## src/rtl/dgp_pkg.sv

```systemverilog
// ----------------------------------------------------------------------------
// Dithered gradient pixel package
// Shared widths, register codes, pipeline types and the ordered-dither table.
// ----------------------------------------------------------------------------
package dgp_pkg;

  localparam int COORD_BITS_DEF = 12;

  // Configuration port
  localparam int CFG_W     = 24;
  localparam int CFG_IDX_W = 3;

  localparam logic [CFG_IDX_W-1:0] REG_FRAME_HEIGHT  = 3'd0;
  localparam logic [CFG_IDX_W-1:0] REG_SURFACE_ROW   = 3'd1;
  localparam logic [CFG_IDX_W-1:0] REG_TOP_COLOR     = 3'd2;
  localparam logic [CFG_IDX_W-1:0] REG_SHALLOW_COLOR = 3'd3;
  localparam logic [CFG_IDX_W-1:0] REG_MID_COLOR     = 3'd4;
  localparam logic [CFG_IDX_W-1:0] REG_DEEP_COLOR    = 3'd5;

  localparam int ROW_W = 12;  // frame_height, surface_row, band length and offset
  localparam int RGB_W = 24;

  localparam logic [ROW_W-1:0] FRAME_HEIGHT_RST  = 12'd240;
  localparam logic [ROW_W-1:0] SURFACE_ROW_RST   = 12'd9;
  localparam logic [RGB_W-1:0] TOP_COLOR_RST     = 24'h1E4D7A;
  localparam logic [RGB_W-1:0] SHALLOW_COLOR_RST = 24'h000000;
  localparam logic [RGB_W-1:0] MID_COLOR_RST     = 24'h000000;
  localparam logic [RGB_W-1:0] DEEP_COLOR_RST    = 24'h000000;

  // Channel arithmetic
  localparam int CH_W   = 8;
  localparam int NUM_CH = 3;
  localparam int QW     = CH_W;           // quotient never exceeds one channel
  localparam int NUM_W  = CH_W + ROW_W;   // |end - start| * offset
  localparam int THR_W  = 4;
  localparam int PIX_W  = 16;

  typedef enum logic [1:0] {
    BAND_TOP,
    BAND_MID,
    BAND_LOW
  } band_t;

  // One colour channel on its way through the divider.
  typedef struct packed {
    logic [CH_W-1:0]  base;   // start colour of the band
    logic             neg;    // end colour below start colour
    logic [NUM_W-1:0] rem;    // partial remainder
    logic [QW-1:0]    quo;    // quotient bits found so far
  } lane_t;

  // 4x4 ordered-dither thresholds, indexed by {row[1:0], column[1:0]}.
  localparam logic [THR_W-1:0] DITHER_TAB [16] = '{
    4'd0,  4'd8,  4'd2,  4'd10,
    4'd12, 4'd4,  4'd14, 4'd6,
    4'd3,  4'd11, 4'd1,  4'd9,
    4'd15, 4'd7,  4'd13, 4'd5
  };

endpackage

```

## src/rtl/dithered_gradient_pixel_unit.sv

```systemverilog
// ----------------------------------------------------------------------------
// Dithered gradient pixel unit
// Maps a pixel coordinate to its dithered RGB565 background colour.
// ----------------------------------------------------------------------------
// Usage
//   A coordinate beat is taken at each rising edge with start high and busy
//   low. busy is high only while reset is applied and up to the first edge
//   after it, so in normal running a new coordinate may be offered in every
//   cycle. Each beat gives exactly one result: out_valid is high for one
//   cycle with out_pixel_rgb565, and results leave in the order the
//   coordinates came. Throughput is one pixel per clock outside reset; the
//   row blend divides by the band length in an eight-stage restoring
//   divider, one quotient bit per stage, with the three colour channels in
//   parallel lanes.
//   The receiver cannot stall the block, so there is no back-pressure path.
//   Reset empties the pipeline and loads the default gradient registers.
//   Registers are written through cfg_we/cfg_index/cfg_wdata; they should be
//   changed only while no pixel is in flight. Writes to unused indices are
//   ignored.
// ----------------------------------------------------------------------------
module dithered_gradient_pixel_unit #(
  parameter int COORD_BITS = dgp_pkg::COORD_BITS_DEF
) (
  input  logic                         clk,
  input  logic                         rst_n,
  // configuration
  input  logic                         cfg_we,
  input  logic [dgp_pkg::CFG_IDX_W-1:0] cfg_index,
  input  logic [dgp_pkg::CFG_W-1:0]    cfg_wdata,
  // coordinate in
  input  logic                         start,
  output logic                         busy,
  input  logic [COORD_BITS-1:0]        in_x_pos,
  input  logic [COORD_BITS-1:0]        in_y_pos,
  // pixel out
  output logic                         out_valid,
  output logic [dgp_pkg::PIX_W-1:0]    out_pixel_rgb565
);

  import dgp_pkg::*;

  localparam int YW = (COORD_BITS > ROW_W) ? COORD_BITS : ROW_W;

  // --------------------------------------------------------------------------
  // Configuration registers
  // --------------------------------------------------------------------------
  logic [ROW_W-1:0] frame_height_r;
  logic [ROW_W-1:0] surface_row_r;
  logic [RGB_W-1:0] top_color_r;
  logic [RGB_W-1:0] shallow_color_r;
  logic [RGB_W-1:0] mid_color_r;
  logic [RGB_W-1:0] deep_color_r;
  logic             busy_r;

  always_ff @(posedge clk) begin
    if (!rst_n) begin
      frame_height_r  <= FRAME_HEIGHT_RST;
      surface_row_r   <= SURFACE_ROW_RST;
      top_color_r     <= TOP_COLOR_RST;
      shallow_color_r <= SHALLOW_COLOR_RST;
      mid_color_r     <= MID_COLOR_RST;
      deep_color_r    <= DEEP_COLOR_RST;
      busy_r          <= 1'b1;
    end else begin
      busy_r <= 1'b0;
      if (cfg_we) begin
        unique case (cfg_index)
          REG_FRAME_HEIGHT:  frame_height_r  <= cfg_wdata[ROW_W-1:0];
          REG_SURFACE_ROW:   surface_row_r   <= cfg_wdata[ROW_W-1:0];
          REG_TOP_COLOR:     top_color_r     <= cfg_wdata[RGB_W-1:0];
          REG_SHALLOW_COLOR: shallow_color_r <= cfg_wdata[RGB_W-1:0];
          REG_MID_COLOR:     mid_color_r     <= cfg_wdata[RGB_W-1:0];
          REG_DEEP_COLOR:    deep_color_r    <= cfg_wdata[RGB_W-1:0];
          default: ;
        endcase
      end
    end
  end

  assign busy = busy_r;

  logic accept;
  assign accept = start && !busy_r;

  // --------------------------------------------------------------------------
  // Stage 1: band decision, band length and dither threshold
  // --------------------------------------------------------------------------
  logic [ROW_W-1:0] half_h;
  logic [ROW_W-1:0] low_len;
  logic [YW-1:0]    y_ext;
  band_t            s1_band_nxt;
  logic [ROW_W-1:0] s1_len_nxt;

  logic             s1_vld_r;
  logic [YW-1:0]    s1_y_r;
  band_t            s1_band_r;
  logic [ROW_W-1:0] s1_len_r;
  logic [THR_W-1:0] s1_thr_r;

  assign half_h  = frame_height_r >> 1;
  assign low_len = frame_height_r - half_h;
  assign y_ext   = YW'(in_y_pos);

  always_comb begin
    if (y_ext < YW'(surface_row_r)) begin
      s1_band_nxt = BAND_TOP;
      s1_len_nxt  = surface_row_r;
    end else if (y_ext < YW'(half_h)) begin
      s1_band_nxt = BAND_MID;
      s1_len_nxt  = half_h - surface_row_r;
    end else begin
      s1_band_nxt = BAND_LOW;
      // An empty bottom band (zero frame height) is taken as one row long.
      s1_len_nxt  = (low_len == '0) ? ROW_W'(1) : low_len;
    end
  end

  always_ff @(posedge clk) begin
    if (!rst_n) begin
      s1_vld_r <= 1'b0;
    end else begin
      s1_vld_r <= accept;
    end
  end

  always_ff @(posedge clk) begin
    s1_y_r    <= y_ext;
    s1_band_r <= s1_band_nxt;
    s1_len_r  <= s1_len_nxt;
    s1_thr_r  <= DITHER_TAB[{in_y_pos[1:0], in_x_pos[1:0]}];
  end

  // --------------------------------------------------------------------------
  // Stage 2: row offset within the band and per-channel differences
  // --------------------------------------------------------------------------
  logic [YW-1:0]    row_base;
  logic [YW-1:0]    off_full;
  logic [RGB_W-1:0] c_start;
  logic [RGB_W-1:0] c_end;
  logic [ROW_W-1:0] s2_off_nxt;
  logic [CH_W-1:0]  s2_a_nxt   [NUM_CH];
  logic             s2_neg_nxt [NUM_CH];
  logic [CH_W-1:0]  s2_mag_nxt [NUM_CH];

  logic             s2_vld_r;
  logic [ROW_W-1:0] s2_off_r;
  logic [ROW_W-1:0] s2_len_r;
  logic [THR_W-1:0] s2_thr_r;
  logic [CH_W-1:0]  s2_a_r   [NUM_CH];
  logic             s2_neg_r [NUM_CH];
  logic [CH_W-1:0]  s2_mag_r [NUM_CH];

  always_comb begin
    case (s1_band_r)
      BAND_TOP: begin
        row_base = '0;
        c_start  = top_color_r;
        c_end    = shallow_color_r;
      end
      BAND_MID: begin
        row_base = YW'(surface_row_r);
        c_start  = shallow_color_r;
        c_end    = mid_color_r;
      end
      default: begin
        row_base = YW'(half_h);
        c_start  = mid_color_r;
        c_end    = deep_color_r;
      end
    endcase
    off_full = s1_y_r - row_base;
    // Rows past the bottom of the frame hold the deep colour.
    if (off_full > YW'(s1_len_r)) begin
      s2_off_nxt = s1_len_r;
    end else begin
      s2_off_nxt = off_full[ROW_W-1:0];
    end
    for (int k = 0; k < NUM_CH; k++) begin
      s2_a_nxt[k]   = c_start[CH_W*(NUM_CH-1-k) +: CH_W];
      s2_neg_nxt[k] = c_end[CH_W*(NUM_CH-1-k) +: CH_W] < s2_a_nxt[k];
      s2_mag_nxt[k] = s2_neg_nxt[k] ? (s2_a_nxt[k] - c_end[CH_W*(NUM_CH-1-k) +: CH_W])
                                    : (c_end[CH_W*(NUM_CH-1-k) +: CH_W] - s2_a_nxt[k]);
    end
  end

  always_ff @(posedge clk) begin
    if (!rst_n) begin
      s2_vld_r <= 1'b0;
    end else begin
      s2_vld_r <= s1_vld_r;
    end
  end

  always_ff @(posedge clk) begin
    s2_off_r <= s2_off_nxt;
    s2_len_r <= s1_len_r;
    s2_thr_r <= s1_thr_r;
    for (int k = 0; k < NUM_CH; k++) begin
      s2_a_r[k]   <= s2_a_nxt[k];
      s2_neg_r[k] <= s2_neg_nxt[k];
      s2_mag_r[k] <= s2_mag_nxt[k];
    end
  end

  // --------------------------------------------------------------------------
  // Stage 3 (pipe slot 0): |end - start| * offset
  // Pipe slots 1..QW: restoring divider, one quotient bit per slot, MSB first.
  // --------------------------------------------------------------------------
  logic             pv_vld_r [QW+1];
  logic [ROW_W-1:0] pv_len_r [QW+1];
  logic [THR_W-1:0] pv_thr_r [QW+1];
  lane_t            pv_lane_r [QW+1][NUM_CH];

  always_ff @(posedge clk) begin
    if (!rst_n) begin
      pv_vld_r[0] <= 1'b0;
    end else begin
      pv_vld_r[0] <= s2_vld_r;
    end
  end

  always_ff @(posedge clk) begin
    pv_len_r[0] <= s2_len_r;
    pv_thr_r[0] <= s2_thr_r;
    for (int k = 0; k < NUM_CH; k++) begin
      pv_lane_r[0][k].base <= s2_a_r[k];
      pv_lane_r[0][k].neg  <= s2_neg_r[k];
      pv_lane_r[0][k].rem  <= NUM_W'(s2_mag_r[k]) * NUM_W'(s2_off_r);
      pv_lane_r[0][k].quo  <= '0;
    end
  end

  for (genvar g = 0; g < QW; g++) begin : g_div
    localparam int BIT = QW - 1 - g;

    logic [NUM_W-1:0] dvs;
    lane_t            lane_nxt [NUM_CH];

    assign dvs = NUM_W'(pv_len_r[g]) << BIT;

    always_comb begin
      for (int k = 0; k < NUM_CH; k++) begin
        lane_nxt[k] = pv_lane_r[g][k];
        if (pv_lane_r[g][k].rem >= dvs) begin
          lane_nxt[k].rem      = pv_lane_r[g][k].rem - dvs;
          lane_nxt[k].quo[BIT] = 1'b1;
        end
      end
    end

    always_ff @(posedge clk) begin
      if (!rst_n) begin
        pv_vld_r[g+1] <= 1'b0;
      end else begin
        pv_vld_r[g+1] <= pv_vld_r[g];
      end
    end

    always_ff @(posedge clk) begin
      pv_len_r[g+1] <= pv_len_r[g];
      pv_thr_r[g+1] <= pv_thr_r[g];
      for (int k = 0; k < NUM_CH; k++) begin
        pv_lane_r[g+1][k] <= lane_nxt[k];
      end
    end
  end

  // --------------------------------------------------------------------------
  // Output stage: apply sign, add dither, clamp and pack 5-6-5
  // --------------------------------------------------------------------------
  logic signed [CH_W+1:0] dith_sum [NUM_CH];
  logic [CH_W-1:0]        chan     [NUM_CH];
  logic [PIX_W-1:0]       out_pixel_nxt;

  logic                   out_valid_r;
  logic [PIX_W-1:0]       out_pixel_r;

  always_comb begin
    for (int k = 0; k < NUM_CH; k++) begin
      // The blended value always lies between the two band colours, so it
      // fits in a channel before the dither offset is added.
      if (pv_lane_r[QW][k].neg) begin
        dith_sum[k] = $signed({2'b00, pv_lane_r[QW][k].base})
                    - $signed({2'b00, pv_lane_r[QW][k].quo});
      end else begin
        dith_sum[k] = $signed({2'b00, pv_lane_r[QW][k].base})
                    + $signed({2'b00, pv_lane_r[QW][k].quo});
      end
      dith_sum[k] = dith_sum[k] + $signed({{(CH_W+2-THR_W){1'b0}}, pv_thr_r[QW]})
                  - (CH_W+2)'(8);
      if (dith_sum[k] < 0) begin
        chan[k] = '0;
      end else if (dith_sum[k] > $signed((CH_W+2)'(255))) begin
        chan[k] = '1;
      end else begin
        chan[k] = dith_sum[k][CH_W-1:0];
      end
    end
    out_pixel_nxt = {chan[0][CH_W-1 -: 5], chan[1][CH_W-1 -: 6], chan[2][CH_W-1 -: 5]};
  end

  always_ff @(posedge clk) begin
    if (!rst_n) begin
      out_valid_r <= 1'b0;
    end else begin
      out_valid_r <= pv_vld_r[QW];
    end
  end

  always_ff @(posedge clk) begin
    out_pixel_r <= out_pixel_nxt;
  end

  assign out_valid        = out_valid_r;
  assign out_pixel_rgb565 = out_pixel_r;

  // --------------------------------------------------------------------------
  // Assertions
  // --------------------------------------------------------------------------
  a_fixed_latency: assert property (@(posedge clk) disable iff (!rst_n)
    out_valid |-> $past(start && !busy, 12))
    else $error("result strobe without a coordinate beat twelve cycles before");

  a_idle_after_reset: assert property (@(posedge clk) disable iff (!rst_n)
    $past(rst_n) |-> !busy)
    else $error("busy raised outside reset");

  a_offset_in_band: assert property (@(posedge clk) disable iff (!rst_n)
    s2_vld_r |-> (s2_len_r != '0) && (s2_off_r <= s2_len_r))
    else $error("row offset outside its band or zero band length");

  a_div_remainder: assert property (@(posedge clk) disable iff (!rst_n)
    pv_vld_r[QW] |-> (pv_lane_r[QW][0].rem < NUM_W'(pv_len_r[QW]))
                  && (pv_lane_r[QW][1].rem < NUM_W'(pv_len_r[QW]))
                  && (pv_lane_r[QW][2].rem < NUM_W'(pv_len_r[QW])))
    else $error("divider remainder not below the band length");

endmodule
```

## config.mk

```make
export PLATFORM = sky130hd
export DESIGN_NAME = dithered_gradient_pixel_unit
export DESIGN_NICKNAME = d
export VERILOG_FILES = /design/src/rtl/dgp_pkg.sv /design/src/rtl/dithered_gradient_pixel_unit.sv
export SDC_FILE = /design/constraint.sdc
export NUM_CORES = 2
export LEC_CHECK = 0
export BUFFER_PORTS_ARGS = -buffer_cell sky130_fd_sc_hd__buf_2
export CAP_MARGIN = 0
export CORE_UTILIZATION = 50
export DETAILED_ROUTE_END_ITERATION = 6
export PLACE_DENSITY = 0.75
export SLEW_MARGIN = 25
export SYNTH_ARGS = -nofsm -noshare
export SYNTH_HDL_FRONTEND = slang
export SYNTH_SLANG_ARGS = --single-unit
```

## constraint.sdc

```tcl
create_clock -name clk -period 4.51 [get_ports clk]
set_input_delay 0.451 -clock clk [delete_from_list [all_inputs] [get_ports clk]]
set_output_delay 0.451 -clock clk [all_outputs]
set_load 0.005 [all_outputs]
```

# == Word-level counts from Yosys, hierarchy flattened ==
# Memory sizes are Yosys's and may differ from the RTL's. A register that Yosys moved wholly into a read port is not among the register bits.
# Index checks and enable logic that the tools add are counted.
# word_totals
reg_bits,193
mem_bits_rw,1203
romBits,64
input_bits,55
output_inout_bits,18
wordCells,211
mem_count,8
# mem_list
name,depth,word_bits,read_ports,rd_ports_with_merged_regs,wr,line,rtl
pv_lane_r,9,111,9,0,9,dithered_gradient_pixel_unit.sv:212,lane_t pv_lane_r [QW+1][NUM_CH];
pv_len_r,9,12,8,0,9,dithered_gradient_pixel_unit.sv:210,logic [ROW_W-1:0] pv_len_r [QW+1];
(no name shown),16,4,1,1,0,dithered_gradient_pixel_unit.sv:130,"s1_thr_r <= DITHER_TAB[{in_y_pos[1:0], in_x_pos[1:0]}];"
pv_thr_r,9,4,9,0,9,dithered_gradient_pixel_unit.sv:211,logic [THR_W-1:0] pv_thr_r [QW+1];
s2_a_r,3,8,3,0,3,dithered_gradient_pixel_unit.sv:149,logic [CH_W-1:0] s2_a_r [NUM_CH];
s2_mag_r,3,8,3,0,3,dithered_gradient_pixel_unit.sv:151,logic [CH_W-1:0] s2_mag_r [NUM_CH];
+2 memories,n/a,n/a,n/a,n/a,n/a,n/a,
# op_classes
add_sub_neg,45
multipliers,3
order_cmp,36
eq_ne,6
mux,73
bitwise_logic,10
n_reduce_logical,12
# op_table
cell,n
two-way mux 20 bit,21
one-hot mux 24 bit (2 select lines),2
two-way mux 21 bit,3
greater-or-equal comparator 20 x 12 -> 1 bit,3
greater-or-equal comparator 20 x 13 -> 1 bit,3
greater-or-equal comparator 20 x 14 -> 1 bit,3
greater-or-equal comparator 20 x 15 -> 1 bit,3
greater-or-equal comparator 20 x 16 -> 1 bit,3
greater-or-equal comparator 20 x 17 -> 1 bit,3
greater-or-equal comparator 20 x 18 -> 1 bit,3
greater-or-equal comparator 20 x 19 -> 1 bit,3
multiplier 8 x 12 -> 20 bit,3
subtractor 20 x 12 -> 20 bit,3
subtractor 20 x 13 -> 20 bit,3
subtractor 20 x 14 -> 20 bit,3
subtractor 20 x 15 -> 20 bit,3
subtractor 20 x 16 -> 20 bit,3
subtractor 20 x 17 -> 20 bit,3
subtractor 20 x 18 -> 20 bit,3
subtractor 20 x 19 -> 20 bit,3
two-way mux 12 bit,4
two-way mux 8 bit,6
subtractor 8 bit,6
two-way mux 1 bit,32
28 further kinds,60

# == Depth between registers and ports, before layout ==
# An unclocked memory read counts as a cell.
# logic_depth
word_depth,7
mapped_depth,24
mapped_depth_nobuf,20

# == Least setup slack after synthesis ==
# Ideal clock, no wire load.
# synth_timing
path_kind,register to register
startpoint,reg s1_band_r[0]
endpoint,reg s2_off_r[10]
setup_ns,0.121
arrival_time_ns,4.846
required_time_ns,4.389
setup_slack_ns,-0.456
path_stages_with_launch,24
path_buffers,4
period_less_slack_ns,4.966
cell_sequence,dfxtp_1 clkbuf_1 buf_1 clkbuf_1 nand2_1 o21ai_0 ha_1 inv_1 fa_1 a21o_1 a21oi_1 o21bai_1 a21oi_1 o21ai_0 a21o_1 a21oi_1 xnor2_1 ha_1 nand4_1 nor3_1 a2111oi_0 nor2_1 clkbuf_1 mux2_2
# synth_via
elab_chain_len,5
elab_cells_between_ends,6
classes_between,add/sub: 1; order compare: 1; eq/ne: 1; mux: 2; reduce/logical: 1
# synth_rtl
item,line,rtl
"start, declared",dithered_gradient_pixel_unit.sv:96,band_t s1_band_r;
"start signal, assigned",dithered_gradient_pixel_unit.sv:128,s1_band_r <= s1_band_nxt;
== test 2 x 1 -> 1 bit / logical NOT 2 bit (equally long branches),dithered_gradient_pixel_unit.sv:154,case (s1_band_r)
one-hot mux 12 bit (2 select lines) *,dithered_gradient_pixel_unit.sv:154,
subtractor 12 bit *,dithered_gradient_pixel_unit.sv:171,off_full = s1_y_r - row_base;
> comparator 12 bit,dithered_gradient_pixel_unit.sv:173,if (off_full > YW'(s1_len_r)) begin
two-way mux 12 bit *,dithered_gradient_pixel_unit.sv:173,
net s2_off_nxt[10],dithered_gradient_pixel_unit.sv:140,logic [ROW_W-1:0] s2_off_nxt;
"end signal, assigned",dithered_gradient_pixel_unit.sv:195,s2_off_r <= s2_off_nxt;
"end, declared",dithered_gradient_pixel_unit.sv:146,logic [ROW_W-1:0] s2_off_r;
# The timed path passes the listed nets; every way through them passes the cells marked *.
# A chain may end at the register's enable or synchronous reset.

==> results.md <==
* Startpoint Class: flop
* Status: complete, but fails checks
* Post-synthesis adder-cell area fraction at 0.196
* # diodes at 0
* Synth area leaders: dfxtp_1 (40%), ha_1 (12%), fa_1 (7.2%)
* Fraction of final layout cells sized beyond drive strength 1 at 0.0977
* Post-synth top area cell: dfxtp_1
* Routed len/inst at 17.2 um
* Die area at between 0.1 and 0.15 mm2
* Crit. End Element: flop
* Row count at 127
* Global-route wire length before repair at between 200 and 250 mm
* Least-Margin Pin Slew at roughly 0.9 ns
* Crit path required time at 5.14 ns
* Post-synthesis register bit count at ~1.2k
* CTS buffer count at 113
* Post-Synthesis Cells at about 6.5k
* Relative slew slack at 0.380
* Final Skew at roughly 0.028 ns
* Io pins at between 70 and 80
* Root buffer cell: clkbuf_16
* FFs w/ async S/R, synth at 0
* CTS HTree Levels at 3
* GPL Wtd Cong at 0.947
* Largest net degree at the start of global routing at 97
* Top FF cell, synth: dfxtp_1
* Final HPWL DP at between 100 and 150 mm
* RSZ-0062 raised after global routing: true
* Port buffer count at 62
* Post-synth EDFFs at 0
* Max Cap Viol at 0
* Final hold vios at 0
* # clock sinks at 1219
* Critical path class: flop to flop
* Drt first pass iters at 6
* Antenna Violating Nets Remaining at 0
* Seq/Total Area, Yosys at 0.401
* CTS tree: done
* YS warnings at 0
* XOR/XNOR Fraction of Synth Area at 0.0510
* Setup ws final at -0.0103 ns
* Vias in the first global route at 43.8k
* Max Slew Vio Count at 0
* Syn Area/Cell at 9.37 um2
* Remaining global-route overflow at 0
* Distinct cells, synth at 80
* Main combinational cell family by area after synthesis: adder cells
* Initial DRC count at 2923
* Post-synthesis simple-gate area fraction at 0.148
* Chip Height at 351 um
* Most frequent cell after synthesis: dfxtp_1
* Crit-path max FO at 6
* Initial antenna violation count at 1
* Multiplexer share of the synthesized area at 0.0253
* FF/Latch Area at 0.0245 mm2
* Crit path arrival time at 5.15 ns
* Total GRT Usage at 0.228
* F_max at about 220 MHz
* Worst Hold Class: primary input to flop
* Reg2reg setup slack at -0.01 ns
* Vias at ~45k
* # DRC at 0
* Die W at 351 um
* CTS Buffer Depth at 3
* Post-Syn Area at 0.0608 mm2
* Post-Route Utilization at 0.574
* Register clock-pin slew on the reported worst setup and hold paths at ~0.060 ns
* Compound-Gate Fraction of Synth Area at 0.129
* WL final at 145 mm
* Area share of the largest cell type after synthesis at 0.401
* Finish-stage setup viols at 1
* Area of the multi-input gates at 0.0339 mm2
* Area of the core at 0.120 mm2
* Mapped Nets at 7367
* Number of fill cells in the layout at 10.1k
* Starting Density at 0.506
* Failing checks: setup timing
* Most frequent cells after synthesis: dfxtp_1 (1219), nand2_1 (716), inv_1 (625)
* Fin nets at 7593
* Worst skew pair latency at 0.72 ns
* Tmin final at 4.52 ns
* Area Overhead vs Synth at 13.6%
* Fin crit share at 1.00
* Vias per std cell at 5.34
==> worst max-delay path, cell delays in order, from the launching register on <==
cell       delay, ns
dfxtp_4         0.35
buf_4           0.14
clkbuf_16       0.15
buf_4           0.13
and2_4          0.13
fa_1            0.47
ha_1            0.33
inv_2           0.05
fa_1            0.53
inv_1           0.05
ha_1            0.28
a21o_1          0.19
a21oi_4         0.16
o21bai_4        0.10
o311ai_2        0.30
nand3_1         0.17
o41ai_2         0.37
buf_4           0.18
o211ai_1        0.10
a21oi_2         0.15
xnor2_1         0.12
==> cells in the final DEF (no fill, tap or decap), types with 17 or more instances in the layout <==
master	n
a211oi_1	21
xor2_1	146
o211ai_1	32
buf_2	62
nor2_1	363
nor4_1	36
dfxtp_1	1195
dlygate4sd3_1	29
a21boi_0	42
a21o_1	106
nand2b_1	70
fa_1	211
and3_1	28
or3_1	38
o21ai_0	293
bufinv_16	18
o21bai_1	31
buf_4	166
ha_1	588
a21oi_1	450
nand2_1	711
mux2i_1	94
o21a_1	49
nor3_1	123
and2_1	174
mux2_2	53
xnor2_1	206
a31oi_1	23
nand3_1	82
nor2b_1	102
clkbuf_8	17
clkbuf_16	116
nand4_1	49
inv_1	616
o31ai_1	44
==> path summary, 6_finish.rpt <==
check | from | endpoint | cells after the start
setup / recovery | s2_off_r[4]$_DFF_P_ | pv_lane_r[0][100]$_DFF_P_ | 20
hold / removal | cfg_wdata[4] | mid_color_r[4]$_SDFFE_PN0P_ | 3
setup reg to reg | s2_off_r[4]$_DFF_P_ | pv_lane_r[0][100]$_DFF_P_ | 20
hold reg to reg | pv_lane_r[5][41]$_DFF_P_ | pv_lane_r[6][41]$_DFF_P_ | 0
==> state kept, by name, summed over array words and instances (netlist names), 16 cells and up <==
register and cells:
deep_color_r 24, mid_color_r 24, out_pixel_rgb565 16, pv_lane_r 831, pv_len_r 96, pv_thr_r 36, s2_a_r 24, s2_mag_r 24
shallow_color_r 24, top_color_r 24
==> final cells by class <==
class,count,share of cell area
clock buffers,147,0.0456
clock inverters,62,0.0139
inverters,628,0.0341
multi-input cells,4474,0.491
flip-flops and latches,1219,0.354
well taps,1612,0.0292
repair buffers,280,0.0322
==> cell families after synthesis <==
group,Yosys count
flip-flops,1219
AO/OA/AOI/OAI,1264
XOR/XNOR,353
buffers and inverters,797
multiplexers,147
adder cells (fa/ha/maj),822
AND/OR/NAND/NOR,1888
==> metrics by stage <==
| step | hold WS [ns] | cell area, um2 | TNS (ns) | cells | setup WS [ns] |
|---|---|---|---|---|---|
| 6_report | 0.0423 | 69100 | -0.0103 | 8422 | -0.0103 |
| 2_1_floorplan | 0.310 | 60900 | 0 | 6490 | 0.000627 |
| 3_5_place_dp | 0.312 | 63900 | -1.38 | 8163 | -0.224 |
| 4_1_cts | 0.00108 | 68400 | -0.0570 | 8406 | -0.0413 |
| 3_3_place_gp | 0.310 | 63900 | -0.381 | 8163 | -0.111 |
| 5_1_grt | 0.0259 | 69100 | -0.661 | 8422 | -0.129 |
==> timing repair <==
| item | in CTS | in global routing |
|---|---|---|
| pin swaps | 16 | 85 |
| hold buffers | 29 | 0 |
| setup endpoints to repair | 22 | 36 |
| setup buffers | 5 | 18 |
| gates cloned | 0 | 2 |
| gates resized for setup | 28 | 138 |
| endpoints found under the hold margin | 65 | 0 |
==> layer usage <==
metal / GRT usage / part of all wire / vias to the layer above
met5: 0 / 0.000083 / -
met4: 0.109 / 0.050 / 2
met3: 0.0268 / 0.039 / 290
met2: 0.402 / 0.49 / 1056
met1: 0.276 / 0.42 / 21300
li1: - / - / 22300
Power is not shown: default switching activity piles up to over one toggle a cycle in this logic, so the estimate is an artifact.
